`src/rtl/core/lrmd_pkg.sv`:
```
// Shared types, constants and the quarter-wave sine table for the reflector marker detector.
// Depends on nothing; every other file of the block but lrmd_ram imports it.
package lrmd_pkg;

  localparam int RNG_W      = 16;
  localparam int INT_W      = 16;
  localparam int OFF_W      = 11;
  localparam int TRIG_W     = 15;
  localparam int PT_W       = 18;
  localparam int NUM_W      = 5;
  localparam int KIND_W     = 2;
  localparam int CFG_IDX_W  = 2;
  localparam int CFG_DATA_W = 16;
  localparam int ANG_W      = 10;
  localparam int HALF_W     = 8;
  localparam int QTR_N      = 181;
  localparam int PROD_W     = RNG_W + TRIG_W;

  localparam logic [63:0] PI_Q30 = 64'd3373259426;

  localparam logic [KIND_W-1:0] KIND_FRONT = 2'd0;
  localparam logic [KIND_W-1:0] KIND_REAR  = 2'd1;
  localparam logic [KIND_W-1:0] KIND_END   = 2'd2;

  localparam logic [CFG_IDX_W-1:0] REG_MIN_INTENSITY = 2'd0;
  localparam logic [CFG_IDX_W-1:0] REG_MOUNT_OFFSET  = 2'd1;

  localparam logic [INT_W-1:0] MIN_INT_RESET = 16'd0;
  localparam logic [OFF_W-1:0] OFF_RESET     = 11'd300;

  // Folded angle: index into the quarter-wave table plus the sign of the result.
  typedef struct packed {
    logic [HALF_W-1:0] h;
    logic              neg;
  } fold_t;

  typedef struct packed {
    logic signed [PT_W-1:0] x;
    logic signed [PT_W-1:0] y;
  } point_t;

  // Records one input causes, in output order front, rear, end.
  typedef struct packed {
    logic             fm;
    logic             rm;
    logic             em;
    logic [NUM_W-1:0] f_num;
    logic [NUM_W-1:0] r_num;
    logic [NUM_W-1:0] total;
    logic             ovf;
  } rec_ctl_t;

  // Per-stage load enables of the lane pipelines and the store write strobe.
  typedef struct packed {
    logic ld1;
    logic ld2;
    logic ld3;
    logic ld4;
    logic ld5;
    logic wr;
  } pipe_ctl_t;

  typedef logic [QTR_N-1:0][TRIG_W-1:0] sin_tab_t;

  // Sine of h half-degrees (0..180) as a Q15 magnitude; truncated Q30 Taylor series.
  function automatic logic [TRIG_W-1:0] quarter_sin(input logic [HALF_W-1:0] h);
    logic [63:0] x;
    logic [63:0] x2;
    logic [63:0] term;
    logic [63:0] pos;
    logic [63:0] neg;
    logic [63:0] s;
    logic [63:0] q;
    begin
      x    = (64'(h) * PI_Q30) / 64'd360;
      x2   = (x * x) >> 30;
      term = x;
      pos  = x;
      term = ((term * x2) >> 30) / 64'd6;
      neg  = term;
      term = ((term * x2) >> 30) / 64'd20;
      pos  = pos + term;
      term = ((term * x2) >> 30) / 64'd42;
      neg  = neg + term;
      term = ((term * x2) >> 30) / 64'd72;
      pos  = pos + term;
      term = ((term * x2) >> 30) / 64'd110;
      neg  = neg + term;
      term = ((term * x2) >> 30) / 64'd156;
      pos  = pos + term;
      s    = (pos > neg) ? (pos - neg) : 64'd0;
      q    = (s + 64'd16384) >> 15;
      if (q > 64'd32767) begin
        q = 64'd32767;
      end
      return q[TRIG_W-1:0];
    end
  endfunction

  function automatic sin_tab_t build_sin_tab();
    sin_tab_t t;
    begin
      for (int h = 0; h < QTR_N; h++) begin
        t[h] = quarter_sin(HALF_W'(h));
      end
      return t;
    end
  endfunction

  localparam sin_tab_t SIN_TAB = build_sin_tab();

  // Maps a half-degree angle 0..719 onto the quarter wave.
  function automatic fold_t fold_angle(input logic [ANG_W-1:0] a);
    fold_t r;
    begin
      r.neg = 1'b0;
      r.h   = a[HALF_W-1:0];
      if (a <= ANG_W'(180)) begin
        r.h = a[HALF_W-1:0];
      end else if (a <= ANG_W'(360)) begin
        r.h = HALF_W'(ANG_W'(360) - a);
      end else if (a <= ANG_W'(540)) begin
        r.h   = HALF_W'(a - ANG_W'(360));
        r.neg = 1'b1;
      end else begin
        r.h   = HALF_W'(ANG_W'(720) - a);
        r.neg = 1'b1;
      end
      return r;
    end
  endfunction

endpackage

```
`src/rtl/core/lrmd_merge.sv`:
```
// Output stage: holds one item's records and hands them out front, rear, end.
// Depends on lrmd_pkg.
module lrmd_merge (
  input  logic                        clk,
  input  logic                        rst_n,
  input  logic                        vld,
  input  lrmd_pkg::rec_ctl_t          ctl,
  input  lrmd_pkg::point_t            fpt,
  input  lrmd_pkg::point_t            rpt,
  output logic                        free,
  output logic                        out_valid,
  input  logic                        out_ready,
  output logic [lrmd_pkg::KIND_W-1:0] out_record_kind,
  output logic signed [lrmd_pkg::PT_W-1:0] out_x_mm,
  output logic signed [lrmd_pkg::PT_W-1:0] out_y_mm,
  output logic [lrmd_pkg::NUM_W-1:0]  out_marker_number,
  output logic [lrmd_pkg::NUM_W-1:0]  out_marker_total,
  output logic                        out_overflow,
  output logic                        out_last
);
  import lrmd_pkg::*;

  logic [2:0] pend_r, pend_nxt;
  rec_ctl_t   ctl_r;
  logic       single;

  assign out_valid = |pend_r;
  assign single    = ((pend_r & (pend_r - 3'd1)) == 3'd0);
  assign free      = !out_valid || (out_ready && single);
  assign out_last  = single;

  always_comb begin
    pend_nxt = pend_r;
    if (free) begin
      pend_nxt = vld ? {ctl.em, ctl.rm, ctl.fm} : 3'd0;
    end else if (out_ready) begin
      pend_nxt = pend_r & (pend_r - 3'd1);
    end
  end

  always_ff @(posedge clk) begin
    if (!rst_n) begin
      pend_r <= 3'd0;
    end else begin
      pend_r <= pend_nxt;
    end
  end

  always_ff @(posedge clk) begin
    if (free) begin
      ctl_r <= ctl;
    end
  end

  // The rear lane stores points in front form; the rear mount mirrors them.
  always_comb begin
    out_record_kind   = KIND_END;
    out_x_mm          = '0;
    out_y_mm          = '0;
    out_marker_number = '0;
    out_marker_total  = ctl_r.total;
    out_overflow      = ctl_r.ovf;
    if (pend_r[0]) begin
      out_record_kind   = KIND_FRONT;
      out_x_mm          = fpt.x;
      out_y_mm          = fpt.y;
      out_marker_number = ctl_r.f_num;
      out_marker_total  = '0;
      out_overflow      = 1'b0;
    end else if (pend_r[1]) begin
      out_record_kind   = KIND_REAR;
      out_x_mm          = -rpt.x;
      out_y_mm          = -rpt.y;
      out_marker_number = ctl_r.r_num;
      out_marker_total  = '0;
      out_overflow      = 1'b0;
    end
  end

endmodule

```
`config.mk`:
```
export PLATFORM = sky130hd
export DESIGN_NAME = lrmd_merge
export DESIGN_NICKNAME = d
export VERILOG_FILES = /design/src/rtl/core/lrmd_pkg.sv /design/src/rtl/core/lrmd_merge.sv
export SDC_FILE = /design/constraint.sdc
export NUM_CORES = 1
export LEC_CHECK = 0
export ABC_AREA = 1
export BUFFER_PORTS_ARGS = -buffer_cell sky130_fd_sc_hd__buf_2
export CAP_MARGIN = 30
export CORE_MARGIN = 2
export CORE_UTILIZATION = 45
export DETAILED_ROUTE_END_ITERATION = 12
export PLACE_DENSITY = 0.95
export SLEW_MARGIN = 20
export SYNTH_ARGS = -nofsm -noshare
export SYNTH_HDL_FRONTEND = slang
export SYNTH_SLANG_ARGS = --single-unit
```
`constraint.sdc`:
```
create_clock -name clk -period 2.6 [get_ports clk]
set_input_delay 0.13 -clock clk [delete_from_list [all_inputs] [get_ports clk]]
set_output_delay 0.13 -clock clk [all_outputs]
set_load 0.03 [all_outputs]
```
# == Word-level counts from Yosys, hierarchy flattened ==
# Cells that the tools add are included.
# totals
ff_bits,19
mem_count,0
rom_bits,0
inputBits,95
elab_cells,30
output_inout_bits,52
latch_bits,0
ramBits,0
# classes
bitwise,1
shifts,0
n_addsub,3
magnitude_cmp,0
reduce_logical,6
n_div,0
n_mul,0
mux,15
n_eq_ne,0
# ops
op,count
2-to-1 mux 18 bit,4
negator 18 bit,2
2-to-1 mux 5 bit,4
2-to-1 mux 3 bit,3
2-to-1 mux 2 bit,2
AND 3 bit,1
logical NOT 3 bit,1
OR reduction 3 bit,1
"subtractor 3 x 1 -> 3 bit, second input constant",1
2-to-1 mux 1 bit,2
nonzero test 2 bit,1
logical AND 1 bit,1
logical NOT 1 bit,1
logical OR 1 bit,1

# == Longest topological paths before layout ==
# depth
word_depth,6
ltp_mapped,10
ltp_nobuf,10

# == Least setup slack after synthesis ==
# Ideal clock, no wire load.
# synth_path
kind,register to register
start,reg pend_r[0]
end,"reg ctl_r[0] (netlist bit), enable pin"
path_slack_ns,0.798
period_less_slack_ns,1.802
t_arrival_ns,1.427
path_stages_with_launch,7
setup_ns,0.374
required_time_ns,2.226
n_path_buf,1
cell_sequence,dfxtp_1 > buf_2 > nor2_4 > nand2_2 > nand2_2 > inv_2 > nor2_4
# synth_between
word_cells_on_any_way,7
# synth_lines
element,line_no,text
start: declaration,lrmd_merge.sv:23,"logic [2:0] pend_r, pend_nxt;"
start signal: assignment,lrmd_merge.sv:45,pend_r <= pend_nxt;
OR reduction 3 bit,lrmd_merge.sv:27,assign out_valid = |pend_r;
named net out_valid,lrmd_merge.sv:11,"output logic out_valid,"
logical NOT 1 bit,lrmd_merge.sv:29,assign free = !out_valid || (out_ready && single);
logical OR 1 bit,lrmd_merge.sv:29,
named net free,lrmd_merge.sv:10,"output logic free,"
end signal: assignment,lrmd_merge.sv:51,ctl_r <= ctl;
end: declaration,lrmd_merge.sv:24,rec_ctl_t ctl_r;
# The timed path passes the listed nets, and every way through them passes these cells.
# A chain may end at the register's enable or synchronous reset.

# == Worst setup path in the final report ==
# layout_path
start,reg pend_r[1]
end,out out_y_mm[7] (netlist bit)
# layout_between
elab_chain_cells,2
# layout_lines
element,line_no,text
2-to-1 mux 18 bit,lrmd_merge.sv:70,end else if (pend_r[1]) begin
2-to-1 mux 18 bit,lrmd_merge.sv:63,if (pend_r[0]) begin
end: declaration,lrmd_merge.sv:15,"output logic signed [lrmd_pkg::PT_W-1:0] out_y_mm,"
# No other way between the ends.

==> metrics.md <==
| Metric | Value |
|---|---|
| Outcome | `complete, no violations` |
| CP endpoint kind | `output pin` |
| Commonest cells in the netlist | `124 x nand2_1, 49 x nor2_1, 42 x inv_1` |
| RSZ-0062 raised after global routing | `no` |
| Max-slew violations | `0` |
| Total grt overflow | `0` |
| Post-route ant nets | `0` |
| Worst-Skew Late Latency | `about 250 ps` |
| Yosys cell types | `26` |
| Worst-margin pin slew | `487.6 ps` |
| Critical path's largest stage delay | `460 ps` |
| Lkg Pwr | `1.602 nW` |
| Synth Area per Inst | `5.786 µm²` |
| CTS Root Cell | `clkbuf_8` |
| Arr. time, crit path | `between 2000 and 2500 ps` |
| Worst endpoint required time | `2470 ps` |
| Starting Density | `0.4670` |
| Die height | `~70 µm` |
| Reg clk slew, reported paths | `70 ps` |
| Synth Register Bits | `19` |
| Worst path slowest cell | `dfxtp_1` |
| 1st-iter DRT viols | `157` |
| Post-Synthesis Cells | `349` |
| Syn_nets | `446` |
| Mux share of post-synthesis cell area | `0` |
| CTS Hold Bufs | `0` |
| Final Cell Area | `2815 µm²` |
| Core area | `about 4300 µm²` |
| Total of max-cap violations | `0` |
| Power per cell area | `381.7 nW/µm²` |
| Synthesized cell area | `2019 µm²` |
| Antenna violations before repair | `0` |
| Rows | `24` |
| Critical path peak fanout | `27` |
| Die area | `5040 µm²` |
| Ports | `147` |
| Seq/Total Area, Yosys | `0.2677` |
| Hold/Removal Path Class | `input pin to flop` |
| Fin nets | `588` |
| Final critical-path required period | `2149 ps` |
| Peak supply drop | `0.0004794 V` |
| Global-route wire length before repair | `slightly above 10 mm` |
| WL/cell | `11.38 µm` |
| Critical path class | `flop to output pin` |
| Post-Synth Simple-Gate Area | `0.4653` |
| Count of warnings emitted by yosys | `0` |
| Largest net degree at the start of global routing | `52` |
| Setup_tns | `0 ps` |
| GRT Util Overall | `0.2396` |
| Synth area leader | `edfxtp_1` |
| Critical-path cell list | `nand2_2 > inv_2 > o21ai_0 > o21ai_0 > nand2_1 > nand2_1 > buf_2` |
| Slew margin rel. | `0.6742` |
| Fraction of registers with async set or reset after synthesis | `0` |
| Pre-antenna DRT Iters | `4` |
| Post-synthesis compound-gate area fraction | `0.1413` |
| Adder-cell share of the synthesized area | `0.01239` |
| Clock sinks | `19` |
| Vias in the first global route | `approximately 2500` |
| CTS buffer count | `3` |
| PortBufs | `~150` |
| CTS tree | `yes` |
| Final RePlAce weighted congestion | `about 0.91` |
| Fmax | `465.3 MHz` |
| Final wirelength | `6.166 mm` |
| Post-CTS setup buffer count | `0` |
| H-tree depth | `1` |
| # DRC | `0` |
| Number of gates resized after cts | `0` |
| Most numerous cell in the Yosys netlist | `nand2_1` |
| Area contributors post-synth | `edfxtp_1 24%, nand2_1 23%, nor2_1 9.1%` |
| # setup viols final | `0` |
| Ant diodes | `0` |
| Clock Skew | `between 1.5 and 2 ps` |
| Top cell type's share of synthesized area | `0.2379` |
| Largest family of logic cells by synthesized area | `simple AND/OR/NAND/NOR gates` |
| Share of cells above drive strength 1 | `0.3367` |
| Post-synth top flop | `edfxtp_1` |
| Vias/cell | `just over 5` |
| Worst Setup Start Kind | `flop` |
| CTS max path bufs | `2` |
| Tcrit/Tclk final | `0.8267` |
| Hpwl dp | `5.029 mm` |
| XOR/XNOR Fraction of Synth Area | `0.004337` |
| Die Wd | `between 70 and 80 µm` |
| Final Hold Viols | `0` |
| Area delta synth->final | `39.41%` |
| DR vias | `roughly 2800` |
| EDFF count, synth | `16` |
| Placed inst area | `2769 µm²` |
## worst max-delay path, delay by kind of cell, from the launching register on
family / cells / cell delay (ps)
AND/OR/NAND/NOR: 3 / 370
AO/OA/AOI/OAI: 2 / 310
flip-flops: 1 / 460
buffers and inverters: 2 / 620
## layout by cell type (no fill, tap or decap), types with 2 or more instances in the layout
cell and count:
nor2_2 5, dfxtp_1 2, buf_2 146, o21ai_0 22
clkbuf_8 3, a22o_1 7, nand2_1 124, ha_1 2
inv_2 2, inv_1 42, nor2_1 49, nor2_4 3
nand3_1 29, nor3_1 2, o21ai_1 3, nand4_1 7
nand2_2 3, a21oi_1 15, edfxtp_1 16
## per-stage QoR
stage | utilization | power (mW) | instances | hold WS [ps] | setup WS, ps
6_report | 0.6510 | 1.075 | 542 | 46.01 | 450.7
5_1_grt | 0.6510 | 1.138 | 542 | 38.61 | 191.7
4_1_cts | 0.6510 | 1.078 | 542 | 43.04 | 440.1
3_5_place_dp | 0.6403 | 0.8792 | 538 | 308.1 | 726.2
3_3_place_gp | 0.6403 | 0.8668 | 538 | 306.5 | 788.9
2_1_floorplan | - | 0.6988 | 349 | 228.9 | 798.2
## power by group
group	leakage [nW]	switching [mW]	total (mW)	internal (mW)
logic	1.39	0.334	0.491	0.157
registers	0.189	0.0110	0.382	0.371
clock network	0.0255	0.0947	0.201	0.106
total	1.60	0.440	1.07	0.635
## path summary, 6_finish.rpt
kind / start / endpoint / slack, ps / depth (start not counted)
hold reg to reg: pend_r[1]$_SDFFE_PN0P_ / pend_r[1]$_SDFFE_PN0P_ / 590 / 2
hold / removal: ctl[6] / ctl_r[6]$_DFFE_PN_ / 50 / 1
setup / recovery: pend_r[1]$_SDFFE_PN0P_ / out_y_mm[7] / 450 / 7
setup reg to reg: pend_r[0]$_SDFFE_PN0P_ / pend_r[1]$_SDFFE_PN0P_ / 840 / 8
## cell type report
class | instances | area (µm²)
multi-input combinational | 276 | 1259
clock buffer | 3 | 41.29
tap | 52 | 65.06
timing repair buffer | 147 | 738.2
fill | 419 | 1509
sequential | 19 | 541.8
inverter | 44 | 165.2
clock inverter | 1 | 5.005
## state kept, by name, summed over array words and instances (netlist names)
| signal | flops |
|---|---|
| ctl_r | 16 |
| pend_r | 3 |
## routing by layer
metal  GRT usage  wire [µm]  vias up
li1            -          -     1408
met1      0.2858       2504     1207
met2      0.4465       3071      138
met3     0.04131        512       10
met4     0.05451         78        0
met5           0          0        -
## cells by family (layout without fill, tap and decap cells)
kind of cell / Yosys count / count (layout)
AO/OA/AOI/OAI: 50 / 50
XOR/XNOR: 1 / 1
adder cells (fa/ha/maj): 2 / 2
buffers and inverters: 54 / 195
flip-flops: 19 / 19
AND/OR/NAND/NOR: 223 / 223
Note: power is estimated with default switching activity, not from simulation.
